$ cat src/hdl/ctwm_pkg.sv
// Types, constants and defaults shared by the command table wildcard match core.
package ctwm_pkg;

  localparam int ENTRIES_DEF     = 16;
  localparam int PATTERN_LEN_DEF = 32;
  localparam int CMD_LEN_DEF     = 64;

  localparam int CFG_W = 5;

  localparam logic FUNC_PATTERN = 1'b0;
  localparam logic FUNC_COMMAND = 1'b1;

  localparam logic [7:0] CH_NUL    = 8'h00;
  localparam logic [7:0] CH_BSLASH = 8'h5C;
  localparam logic [7:0] CH_DOT    = 8'h2E;
  localparam logic [7:0] CH_STAR   = 8'h2A;
  localparam logic [7:0] CH_SPACE  = 8'h20;
  localparam logic [7:0] CH_EQ     = 8'h3D;

  typedef struct packed {
    logic       func;
    logic [3:0] entry;
    logic [4:0] position;
    logic [7:0] char_code;
    logic       last;
  } in_t;

  typedef struct packed {
    logic       matched;
    logic [3:0] entry_index;
    logic [6:0] arg_offset;
    logic       truncated;
  } out_t;

  typedef struct packed {
    logic p_zero;
    logic p_bslash;
    logic p_dot;
    logic p_star;
    logic c_brk;
    logic c_term;
    logic c_bslash;
    logic eq;
  } flags_t;

endpackage

$ cat src/hdl/ctwm_char_cmp.sv
// Shared character compare unit: classifies a pattern byte and a command byte.
module ctwm_char_cmp (
  input  logic [7:0]      p,
  input  logic [7:0]      cc,
  output ctwm_pkg::flags_t flags
);

  always_comb begin
    flags.p_zero   = (p == ctwm_pkg::CH_NUL);
    flags.p_bslash = (p == ctwm_pkg::CH_BSLASH);
    flags.p_dot    = (p == ctwm_pkg::CH_DOT);
    flags.p_star   = (p == ctwm_pkg::CH_STAR);
    flags.c_brk    = (cc == ctwm_pkg::CH_NUL) || (cc == ctwm_pkg::CH_SPACE);
    flags.c_term   = (cc == ctwm_pkg::CH_NUL) || (cc == ctwm_pkg::CH_SPACE) ||
                     (cc == ctwm_pkg::CH_EQ);
    flags.c_bslash = (cc == ctwm_pkg::CH_BSLASH);
    flags.eq       = (p == cc);
  end

endmodule

$ cat config.mk
export PLATFORM = sky130hd
export DESIGN_NAME = ctwm_char_cmp
export DESIGN_NICKNAME = d
export VERILOG_FILES = /design/src/hdl/ctwm_pkg.sv /design/src/hdl/ctwm_char_cmp.sv
export SDC_FILE = /design/constraint.sdc
export NUM_CORES = 1
export LEC_CHECK = 0
export BUFFER_PORTS_ARGS = -buffer_cell sky130_fd_sc_hd__buf_2
export CORE_AREA = 3 3 40 42
export DETAILED_ROUTE_END_ITERATION = 16
export DIE_AREA = 0 0 43 45
export GPL_ROUTABILITY_DRIVEN = 0
export PLACE_DENSITY = 0.44
export SYNTH_ARGS = -nofsm -noshare
export SYNTH_HDL_FRONTEND = slang
export SYNTH_SLANG_ARGS = --single-unit
$ cat constraint.sdc
create_clock -name vclk -period 2.7
set_input_delay 0 -clock vclk [all_inputs]
set_output_delay 0 -clock vclk [all_outputs]
set_load 0.005 [all_outputs]
; Word level (Yosys, flattened, before mapping)
; Cells that the tools add are included.
[classes]
eq_ne = 7
reduce_logical = 4
[op_table]
columns = cell, n
row1 = $eq A8 B6 Y1 const B, 4
row2 = $eq A8 B7 Y1 const B, 2
row3 = $logic_not A8 Y1, 2
row4 = $eq A8 B8 Y1, 1
row5 = $logic_or A1 B1 Y1, 2
[word_totals]
reg_bits = 0
out_inout_bits = 8
elab_cells = 11
inputBits = 16

; Logic depth before layout (Yosys ltp)
[logic_depth]
word_depth = 3
depth_mapped = 3
depth_no_buf = 3

; Least setup slack after synthesis
; No wires, ideal clock.
[synth_timing]
path_kind = input -> output
from = input cc[1]
to = output flags[2] (netlist name)
slack_ns = 1.763
required_ns = 2.700
arrival_ns = 0.937
path_buffers = 0
stages = 3
path_cell_list = or3_1 -> or4_1 -> a21oi_1
[synth_lines]
columns = element, line
row1 = from (decl), ctwm_char_cmp.sv:4  ; input logic [7:0] cc,
row2 = to (decl), ctwm_char_cmp.sv:5  ; output ctwm_pkg::flags_t flags

==> results.sh <==
export IMPL_fp_dieH_um=45
export IMPL_clockBufferCount=0
export IMPL_synth_mux_area_share_pct=0
export IMPL_postCtsSetupRepairBufs=0
export IMPL_p_switching_mw=0.01786
export IMPL_pre_cts_slack_ns=1.529
export IMPL_final_core_util_pct=26.10
export IMPL_postSynthCellCount=29
export IMPL_synth_warnings=0
export IMPL_port_buffers=24
export IMPL_grt_remaining_overflow=0
export IMPL_grt_max_degree=5
export IMPL_netlist_area_sq_um=196.4
export IMPL_setup_violations=0
export IMPL_crit_type="in2out"
export IMPL_synth_most_common_cell="xnor2_1"
export IMPL_design_seq_count=0
export IMPL_synth_top_cells_by_count="xnor2_1 (8), nor2_1 (4), nand4_1 (3), or4_1 (3)"
export IMPL_p_clk_share_pct=0
export IMPL_yosysUniqueCellTypes=12
export IMPL_start_util_pct=15.29
export IMPL_cp_end_kind="output port"
export IMPL_fin_crit_ns=1.162
export IMPL_drt_iter0_markers=0
export IMPL_maxSlewHeadroom_pct=82.65
export IMPL_drv_cap=0
export IMPL_synthAdderAreaFrac_pct=0
export IMPL_crit_required_ns=2.70
export IMPL_path_max_fanout=3
export IMPL_holdBufCountCts=0
export IMPL_core_sq_mm=0.001285
export IMPL_wl_per_cell_um=10.71
export IMPL_status="finished clean"
export IMPL_placementRows=13
export IMPL_cp_data_arrival_time_ns=1.16
export IMPL_multiInputGateArea_sq_um=196.4
export IMPL_p_per_area_mw_per_mm2=112.7
export IMPL_final_seq_area_sq_um=0
export IMPL_synth_top_family_by_area="simple AND/OR/NAND/NOR gates"
export IMPL_rsz0062_at_grt="false"
export IMPL_cts_resized_gates=0
export IMPL_grtUsageTotal_pct=7.546
export IMPL_syn_num_nets=45
export IMPL_synth_seq_area_share_pct=0
export IMPL_swShare_pct=47.28
export IMPL_fin_ws_ns=1.538
export IMPL_min_path_cells=3
export IMPL_p_seq_share_pct=0
export IMPL_place_inst=68
export IMPL_cp_start_kind="input pin"
export IMPL_final_cell_count_no_fill=68
export IMPL_postSynthAreaPerCell_sq_um=6.774
export IMPL_ir_worst_vdd_v=0.00003106
export IMPL_hold_class="in2out"
export IMPL_drtAntennaViolNets=0
export IMPL_finalSetupTns_ns=0
export IMPL_synth_xor_area_share_pct=35.67
export IMPL_io_pin_count=24
export IMPL_routed_wl_um=728
export IMPL_p_leak_nw=0.1536
export IMPL_fin_nets=71
export IMPL_hold_violations=0
export IMPL_die_area_sq_mm=0.001935
export IMPL_n_antenna_cell=0
export IMPL_route_detailed_vias_per_inst=4.441
export IMPL_first_pass_iters=1
export IMPL_fp_dieW_um=43
export IMPL_grt_pass1_wl_mm=1.193
export IMPL_fmax_mhz=860.9
export IMPL_antenna_found_initial=0
export IMPL_worst_slew_pin_transition_ns=0.2567
export IMPL_synth_top_area_share_pct=35.67
export IMPL_num_fill_cells=161
export IMPL_area_growth_pct=70.70
export IMPL_drive_gt1_share_pct=47.17
export IMPL_comb_power_share_pct=100.0
export IMPL_post_route_drc_count=0
export IMPL_synthTopCellsByArea="xnor2_1 (36%), or4_1 (11%), nand4_1 (9.6%)"
export IMPL_yosys_area_top_type="xnor2_1"
export IMPL_timing_final_crit_share_pct=43.02
export IMPL_hold_path_end="flags[2]"
export IMPL_grt_pass1_vias=284
export IMPL_slew_viol_final=0
export IMPL_hold_ws_ns=0.2766
export IMPL_intPower_mw=0.01992
export IMPL_hold_path_startpoint="cc[6]"
export IMPL_vias=302
export IMPL_yosys_area_share_simple_pct=61.78
export IMPL_synth_compound_area_share_pct=2.548
## kinds of logic after synthesis
family and Yosys count:
AND/OR/NAND/NOR 20, AO/OA/AOI/OAI 1, XOR/XNOR 8
## power groups by stage
stage	Sequential (mW)	Clock (mW)	Combinational, mW
2_1_floorplan	0	0	0.0160
3_3_place_gp	0	0	0.0379
3_5_place_dp	0	0	0.0380
4_1_cts	0	0	0.0382
5_1_grt	0	0	0.0420
6_report	0	0	0.0378
## layer usage
metal / routed length, um / share of wire (%) / global-route usage (%)
met3: 52 / 7.1 / 0.7968
met2: 348 / 48 / 13.77
met4: 0 / 0 / 0
met5: 0 / 0 / 0
met1: 327 / 45 / 10.24
## cells in the final DEF (no fill, tap or decap), drive strengths merged
| master | synthesis | routed |
|---|---|---|
| a21oi | 1 | 1 |
| nand2 | 2 | 2 |
| or3 | 2 | 2 |
| nor3 | 2 | 2 |
| and3 | 1 | 1 |
| nand4 | 3 | 3 |
| xnor2 | 8 | 8 |
| nor4b | 1 | 1 |
| buf | 0 | 24 |
| and4bb | 1 | 1 |
| or4 | 3 | 3 |
| nand3b | 1 | 1 |
| nor2 | 4 | 4 |
## worst max path at each step
stage	from	endpoint	slack [ns]
floorplan	cc[1]	flags[2]	1.76
global route	cc[1]	flags[2]	1.45
finish	cc[1]	flags[2]	1.54
detailed placement	cc[1]	flags[2]	1.53
global placement	p[4]	flags[4]	1.54
CTS	cc[1]	flags[2]	1.53
## area by class of cell
type	count	area share (%)
Timing Repair Buffer	24	35.82
Multi-Input combinational cell	29	58.58
Tap cell	15	5.597
## stage by stage
stage               power [mW]  area [sq um]
floorplan              0.01602         196.4
global placement       0.03795         335.3
detailed placement     0.03804         335.3
CTS                    0.03823         335.3
global route           0.04203         335.3
finish                 0.03779         335.3
## worst max-delay path, stage by stage
cell	delay [ns]
buf_2	0.11
or3_1	0.37
or4_1	0.43
a21oi_1	0.13
buf_2	0.12
Note: power is estimated with default switching activity, not from simulation.
