==> config.mk <==
export PLATFORM = sky130hd
export DESIGN_NAME = ctwm_ram
export DESIGN_NICKNAME = d
export VERILOG_FILES = /design/src/hdl/ctwm_ram.sv
export SDC_FILE = /design/constraint.sdc
export NUM_CORES = 1
export LEC_CHECK = 0
export BUFFER_PORTS_ARGS = -buffer_cell sky130_fd_sc_hd__buf_2
export CORE_MARGIN = 10
export CORE_UTILIZATION = 50
export DETAILED_ROUTE_END_ITERATION = 10
export GPL_TIMING_DRIVEN = 1
export PLACE_DENSITY_LB_ADDON = 0.25
export SLEW_MARGIN = 20
export SYNTH_ARGS = -nofsm -noshare
export SYNTH_HDL_FRONTEND = slang
export SYNTH_SLANG_ARGS = --single-unit
==> constraint.sdc <==
create_clock -name clk -period 3.6 [get_ports clk]
set_clock_uncertainty 0.05 [all_clocks]
set_input_delay 0.36 -clock clk [delete_from_list [all_inputs] [get_ports clk]]
set_output_delay 0.36 -clock clk [all_outputs]
set_load 0.01 [all_outputs]
==> src/hdl/ctwm_ram.sv <==
// Generic single-write, single-read RAM with registered read data.
module ctwm_ram #(
  parameter int WIDTH = 8,
  parameter int DEPTH = 64,
  localparam int AW = (DEPTH > 1) ? $clog2(DEPTH) : 1
) (
  input  logic             clk,
  input  logic             we,
  input  logic [AW-1:0]    waddr,
  input  logic [WIDTH-1:0] wdata,
  input  logic [AW-1:0]    raddr,
  output logic [WIDTH-1:0] rdata
);

  logic [WIDTH-1:0] mem [DEPTH];

  always_ff @(posedge clk) begin
    if (we) begin
      mem[waddr] <= wdata;
    end
    rdata <= mem[raddr];
  end

endmodule

== After elaboration in Yosys (flattened, before gate mapping) ==
Memory sizes are Yosys's and may differ from the RTL's. A register that Yosys moved wholly into a read port is not among the register bits.
Cells that the tools add are included.
W data, S select, Z words.
Word-level totals
  bits in registers: 0
  bits in latches: 0
  memory bits (writable): 512
  memory bits (read-only): 0
  bits of input ports: 22
  output and inout bits: 8
  word-level logic and storage cells: 3
  memories: 1
Memories
  mem: words 64, bits a word 8, rd ports 1, clocked after memory_dff 1, write ports 1, line 15  | logic [WIDTH-1:0] mem [DEPTH];
Operators by class
  add/sub/neg operators: 0
  multiply operators: 0
  divide/modulo/power cells: 0
  order comparisons: 0
  equal/unequal tests: 0
  shifts and indexed selects: 0
  multiplexer cells: 2
  bitwise gates (word level): 0
  reductions and logical operators: 0
Operators by type and width (count)
  $mux W1: 2

== Depth between registers and ports, before layout ==
Gate-level depths: netlist (run 1).
  depth in word-level cells: 2
  mapped depth: 9
  mapped depth without buffers: 5

== Worst setup path before layout (run 1) ==
Ideal clock, no wire load.
  path kind: input -> register
  from: in raddr[1]
  to: reg rdata[3] (read register of mem)
  setup time: 0.128 ns
  data arrival time: 1.900 ns
  required time: 3.422 ns
  setup slack: 1.522 ns
  cell stages on the path: 7
  buffers on the path: 3
  path through: buf_4 buf_2 buf_2 mux4_2 mux4_2 o21ai_1 o41ai_1
RTL lines
  from (decl): line 11  | input logic [AW-1:0] raddr,
  to (decl): line 12  | output logic [WIDTH-1:0] rdata

==> results of run 1 <==
worst max-delay path, cell delays in order (launching register included):
cell and delay [ns]:
edfxtp_1 0.36, mux4_2 0.48, mux2_2 0.28, o221a_2 0.30, nor3_1 0.52, o32ai_1 0.18
cell families (layout without fill, tap and decap cells):
family | after synthesis | count (layout)
simple gates | 153 | 153
buf+inv | 51 | 168
compound gates | 54 | 54
flops | 520 | 520
mux | 162 | 162
power groups by stage:
| stage | registers (mW) | clock network, mW | logic [mW] |
|---|---|---|---|
| 2_1_floorplan | 6.84 | 0 | 0.357 |
| 3_3_place_gp | 6.85 | 0 | 0.618 |
| 3_5_place_dp | 6.85 | 0 | 0.627 |
| 4_1_cts | 6.72 | 5.78 | 0.629 |
| 5_1_grt | 6.72 | 6.05 | 0.665 |
| 6_report | 6.72 | 5.71 | 0.623 |
cell usage after synthesis (3+ instances only):
library cell | n | share of area
buf_4 | 13 | 0.0048
a21oi_1 | 3 | 0.00074
mux2i_1 | 23 | 0.011
buf_1 | 4 | 0.00074
a211oi_1 | 4 | 0.0015
nor3_1 | 7 | 0.0017
dfxtp_1 | 8 | 0.0079
nor2b_1 | 14 | 0.0043
nand3_1 | 13 | 0.0032
o2111ai_1 | 3 | 0.0013
clkbuf_1 | 17 | 0.0032
nand2b_1 | 7 | 0.0022
buf_6 | 4 | 0.0022
a221oi_1 | 6 | 0.0026
nand3b_1 | 3 | 0.0011
mux2_2 | 13 | 0.0073
edfxtp_1 | 512 | 0.76
o2bb2ai_1 | 3 | 0.0013
nand2_1 | 19 | 0.0035
mux4_2 | 126 | 0.14
buf_2 | 11 | 0.0027
o221ai_1 | 8 | 0.0035
nor2_1 | 83 | 0.015
o22ai_1 | 8 | 0.0025
a22oi_1 | 3 | 0.0011
flip-flops by register name, summed over array words and instances (netlist names):
signal / flops
rdata: 8
mem: 512
layer usage:
layer  routed length [um]  vias up
met5                    0        -
met4                  910        0
met3                 2850       64
met2                21600      362
met1                19900     5189
li1                     -     4083
area by class of cell:
cell class	count	area, um^2
Timing Repair Buffer	71	537
Sequential cell	520	15500
Multi-Input combinational cell	369	4320
Clock buffer	62	1380
Fill cell	2918	17000
Tap cell	525	657
Clock inverter	35	430
worst min-delay path by stage:
stage	start	to	slack [ns]	cells after the start
after floorplan	wdata[0]	mem[0][0]	0.41	0
after global placement	rdata[4]	rdata[4]	0.73	1
after detailed placement	rdata[4]	rdata[4]	0.74	1
after CTS	raddr[5]	rdata[0]	0.16	3
after global routing	raddr[5]	rdata[6]	0.21	3
final	raddr[5]	rdata[0]	0.21	3
stage by stage:
| stage | hold slack [ns] | instances | setup slack, ns |
|---|---|---|---|
| finish | 0.207 | 1582 | 1.31 |
| global placement | 0.727 | 1485 | 0.700 |
| detailed placement | 0.738 | 1485 | 0.686 |
| floorplan | 0.409 | 940 | 1.52 |
| global route | 0.206 | 1582 | 1.18 |
| CTS | 0.161 | 1582 | 1.31 |
==> results.py, run 1 <==
metrics = {
    "layout": {
        "final_cell_mix": "512 x edfxtp_1, 126 x mux4_2, 83 x nor2_1",
        "postLayoutCoreUtil": 0.574,
        "drive_gt1_frac": 0.275,
        "layout_commonest_cell": "edfxtp_1",
        "antenna_cells": 0,
        "syn_to_final_growth_pct": 13.3,
        "nets": 1036,
        "fin_area_mm2": 0.0229,
    },
    "synth": {
        "synth_cell_types": 40,
        "yosys.area_share.simple": 0.0339,
        "synth_area_mm2": 0.0202,
        "synthAdderAreaFrac": 0,
        "async_reset_ff_frac": 0,
        "seq_area_frac_synth": 0.770,
        "syn_avg_cell_area_um2": 21.5,
        "synth-edff-count": 512,
        "yosys_warnings": 0,
        "syn_nets": 962,
        "synth_top_family_by_area": "multiplexers",
        "synthFlopType": "edfxtp_1",
        "syn_inst": 940,
        "synth-xor-area-share": 0,
        "synth_mux_area_frac": 0.159,
        "synth_compound_area_frac": 0.0207,
        "ys_ff_latch": 520,
    },
    "timing": {
        "rsz0062_at_grt": "no",
        "worst-slew-pin-transition_ns": 0.943,
        "setup-tns-final_ns": 0,
        "finalMaxSlewViolations": 0,
        "fmax_mhz": 436,
        "period_share": 0.637,
        "slew_headroom": 0.369,
        "finalCriticalPeriod_ns": 2.29,
        "finalHoldViolations": 0,
        "setup_viol": 0,
    },
    "grt": {
        "grtUsageMet2": 0.283,
        "antenna_found_initial": 0,
        "grt_pass1_vias": 9874,
        "top_usage_layer": "met2",
        "grtUsageTotal": 0.183,
        "overflow": 0,
        "grt_use_met3": 0.0307,
        "gr-usage-met1": 0.264,
        "grt_max_degree": 65,
        "grt_pass1_wl_mm": 67.4,
    },
    "critical_path": {
        "worstSetupEndpoint": "rdata[4]",
        "reg2reg_to": "rdata[4]",
        "rrSetupSlack_ns": 1.31,
        "crit_path_start": "mem[29][4]",
        "worst-setup-path-type": "reg2reg",
        "end_kind": "flop",
        "r2r_cells": 5,
        "critPathMaxFanout": 1,
        "cp_data_required_time_ns": 4.00,
        "crit_arrival_ns": 2.70,
        "r2r-start": "mem[29][4]",
        "start_kind": "flop",
    },
    "clock_network": {
        "clk_latency_ns": 0.59,
        "root_buffer": "clkbuf_16",
        "cts_buffers": 52,
        "cts_tree": "done",
        "cts_max_level": 2,
        "clock_path_buffers": 3,
        "clock_sinks": 520,
        "path_clk_slew_ns": 0.06,
        "postCtsHoldBufs": 0,
        "cts_setup_buffers": 0,
        "cts_resized": 0,
    },
    "pwr": {
        "ir_drop_uv": 393,
        "leakagePower_nw": 7.20,
        "swShare": 0.204,
        "power_frac_seq": 0.515,
        "p_total_mw": 13.1,
        "p_int_mw": 10.4,
        "clkPwrFrac": 0.437,
        "p_switching_mw": 2.66,
        "powerDensity_mw_per_mm2": 571,
        "p_comb_frac": 0.048,
    },
    "routing": {
        "drtIter0Drc": 1155,
        "viasPerCell": 6.13,
        "drc": 0,
        "wire_per_inst_um": 28.6,
        "firstDrtPassIters": 5,
        "dr_total_vias": 9698,
        "ant_nets": 0,
        "wl_mm": 45.3,
    },
    "placed_design": {
        "port_buffers": 29,
        "place.gp.congestion": 0.817,
        "placed_area_mm2": 0.0210,
        "hpwl_mm": 27.4,
    },
    "floorplan": {
        "num_rows": 73,
        "core_area_mm2": 0.0398,
        "dieArea_mm2": 0.0488,
        "fp.dieW_um": 221,
        "ios": 30,
        "die_h_um": 221,
        "initial_core_util": 0.506,
    },
    "flow_run": {
        "cap_viol_max_count": 0,
    },
    "worst_hold_path": {
        "worstHoldPathType": "in2reg",
    },
    "status": {
        "status": "completed",
    },
}
Power figures use the tool's default switching activity.
==> run 2: changes to the inputs <==
--- a/config.mk
+++ b/config.mk
@@ -5,6 +5,7 @@
 export SDC_FILE = /design/constraint.sdc
 export NUM_CORES = 1
 export LEC_CHECK = 0
+export ABC_AREA = 1
 export BUFFER_PORTS_ARGS = -buffer_cell sky130_fd_sc_hd__buf_2
 export CORE_MARGIN = 10
 export CORE_UTILIZATION = 50
==> constraint.sdc (replaced) <==
create_clock -name clk -period 2.13 [get_ports clk]
set_clock_uncertainty 0.05 [all_clocks]
set_input_delay 0.213 -clock clk [delete_from_list [all_inputs] [get_ports clk]]
set_output_delay 0.213 -clock clk [all_outputs]
set_load 0.01 [all_outputs]
==> run 2 against run 1 <==
Against the previous run:
- setup slack worse by 0.80 ns
- largest power group unchanged
- via count is 44% higher
- wire length is 17% higher
- critical path type is now reg2out
- sequential power is 70% higher
- combinational power is 120% higher
- core utilization is 0.19 points lower
- die area is 5.3% higher
- sequential share of layout area is 3.4 points lower
==> results.py, run 2 <==
metrics = {
    "clock_network": {
        "root_buffer": "clkbuf_16",
        "clock_sinks": 520,
        "cts_tree": "done",
        "clk_latency_ns": 0.60,
        "path_clk_slew_ns": 0.06,
        "cts_resized": 0,
        "clock_path_buffers": 3,
        "cts_max_level": 2,
        "cts_buffers": 52,
    },
    "routing": {
        "dr_total_vias": 13900,
        "drc": 0,
        "ant_nets": 0,
        "wire_per_inst_um": 21.5,
        "drtIter0Drc": 1463,
        "wl_mm": 53.1,
        "firstDrtPassIters": 5,
        "viasPerCell": 5.64,
    },
    "synth": {
        "synthFlopType": "edfxtp_1",
        "synth_cell_types": 16,
        "synth_top_area_share": 0.720,
        "ys_ff_latch": 520,
        "seq_area_frac_synth": 0.728,
        "async_reset_ff_frac": 0,
        "syn_nets": 1827,
        "syn_inst": 1805,
        "yosys.area.top_type": "edfxtp_1",
        "yosys_warnings": 0,
        "syn_avg_cell_area_um2": 11.8,
        "synth-edff-count": 512,
        "synthTopCellsByArea": "edfxtp_1 72%, nand2_1 11%, nand3_1 10%, buf_6 1.8%, nor2_1 0.99%",
        "synth.most_common_cell": "nand2_1",
        "synth_area_mm2": 0.0213,
        "synthTopCellsByCount": "648 x nand2_1, 512 x edfxtp_1, 439 x nand3_1",
    },
    "timing": {
        "fmax_mhz": 616,
        "finalMaxSlewViolations": 0,
        "period_share": 0.762,
        "finalCriticalPeriod_ns": 1.62,
        "finalHoldViolations": 0,
        "setup_viol": 0,
        "setup-tns-final_ns": 0,
        "slew_headroom": 0.414,
        "worst-slew-pin-transition_ns": 0.880,
        "rsz0062_at_grt": "no",
    },
    "layout": {
        "largest_reg_flops": 512,
        "antenna_cells": 0,
        "final_cell_mix": "648 x nand2_1, 512 x edfxtp_1, 439 x nand3_1",
        "syn_to_final_growth_pct": 12.7,
        "postLayoutCoreUtil": 0.572,
        "layout_commonest_cell": "nand2_1",
        "n_fill_cell": 3410,
        "largest-register": "mem",
        "top_regs": "mem: 512 flops, rdata: 8 flops",
        "drive_gt1_frac": 0.114,
        "nets": 1914,
    },
    "floorplan": {
        "fp.dieW_um": 227,
        "num_rows": 75,
        "core_area_mm2": 0.0420,
        "dieArea_mm2": 0.0513,
        "initial_core_util": 0.508,
        "ios": 30,
        "die_h_um": 227,
    },
    "pwr": {
        "swShare": 0.226,
        "p_comb_frac": 0.065,
        "clkPwrFrac": 0.401,
        "power_frac_seq": 0.534,
        "p_int_mw": 16.5,
        "leakagePower_nw": 8.82,
        "p_switching_mw": 4.81,
        "powerDensity_mw_per_mm2": 885,
        "ir_drop_uv": 689,
    },
    "grt": {
        "grt_pass1_vias": 13800,
        "grt_pass1_wl_mm": 81.9,
        "grt_max_degree": 97,
        "overflow": 0,
        "antenna_found_initial": 1,
        "grtUsageTotal": 0.210,
    },
    "flow_run": {
        "cap_viol_max_count": 0,
    },
    "critical_path": {
        "crit_path_start": "rdata[7]",
        "cp_top_family": "flip-flops",
        "crit_chain": "buf_2",
        "path_buf_inv": 1,
        "worst-setup-path-type": "reg2out",
        "cp_data_required_time_ns": 1.87,
        "max_stage_delay_ns": 0.55,
        "start_kind": "flop",
        "r2r-start": "mem[23][7]",
        "cp_slowest_cell": "dfxtp_1",
        "crit_arrival_ns": 1.36,
        "critPathMaxFanout": 1,
        "end_kind": "output port",
    },
    "placed_design": {
        "place.gp.congestion": 0.917,
        "port_buffers": 29,
        "hpwl_mm": 31.9,
    },
    "status": {
        "status": "completed",
    },
    "worst_hold_path": {
        "min_from": "wdata[0]",
        "worstHoldPathType": "in2reg",
    },
}
run 2: cell type report:
type | count | area (um^2) | share of cell area
multi-input combinational | 1160 | 4950 | 0.206
timing repair buffer | 146 | 1260 | 0.0525
sequential | 520 | 15500 | 0.646
tap | 539 | 674 | 0.0280
clock inverter | 36 | 230 | 0.00957
clock buffer | 59 | 1350 | 0.0561
inverter | 12 | 52.6 | 0.00219
run 2: power groups by stage:
stage | Clock (mW) | Sequential, mW | Combinational [mW]
CTS | 8.68 | 11.4 | 1.38
global route | 9.09 | 11.4 | 1.51
floorplan | 0 | 11.6 | 0.796
global placement | 0 | 11.6 | 1.35
detailed placement | 0 | 11.6 | 1.37
finish | 8.53 | 11.4 | 1.38
run 2: cells by family after synthesis:
group,synth area share
DFF,0.728
buffers and inverters,0.0402
and+or+nand+nor,0.232
run 2: layer usage:
| metal | wire length, um | track usage | vias up |
|---|---|---|---|
| met1 | 22300 | 0.282 | 6745 |
| li1 | - | - | 6520 |
| met3 | 4590 | 0.0408 | 100 |
| met5 | 0 | 0 | - |
| met4 | 1530 | 0.0749 | 0 |
| met2 | 24700 | 0.335 | 575 |
run 2: stage by stage:
step	total power [mW]	instance area (um^2)	hold WS, ns	setup slack, ns	std cells
finish	21.3	24000	0.0815	0.506	2472
floorplan	12.4	21300	0.262	0.101	1805
global route	22.0	24000	0.0856	0.488	2472
detailed placement	13.0	22500	0.549	0.205	2376
global placement	12.9	22500	0.543	0.215	2376
CTS	21.4	24000	0.0673	0.540	2472
run 2: what timing repair did:
action | CTS | global route
hold endpoints to repair | 7 | 0
hold buffers | 1 | 0
setup buffers | 0 | 0
setup endpoints to repair | 0 | 0
run 2: final timing paths:
check | slack [ns] | endpoint | cells after the start
setup reg to reg | 0.67 | rdata[7] | 8
setup / recovery | 0.51 | rdata[7] | 1
hold reg to reg | 0.74 | rdata[7] | 8
hold / removal | 0.08 | mem[20][0] | 1
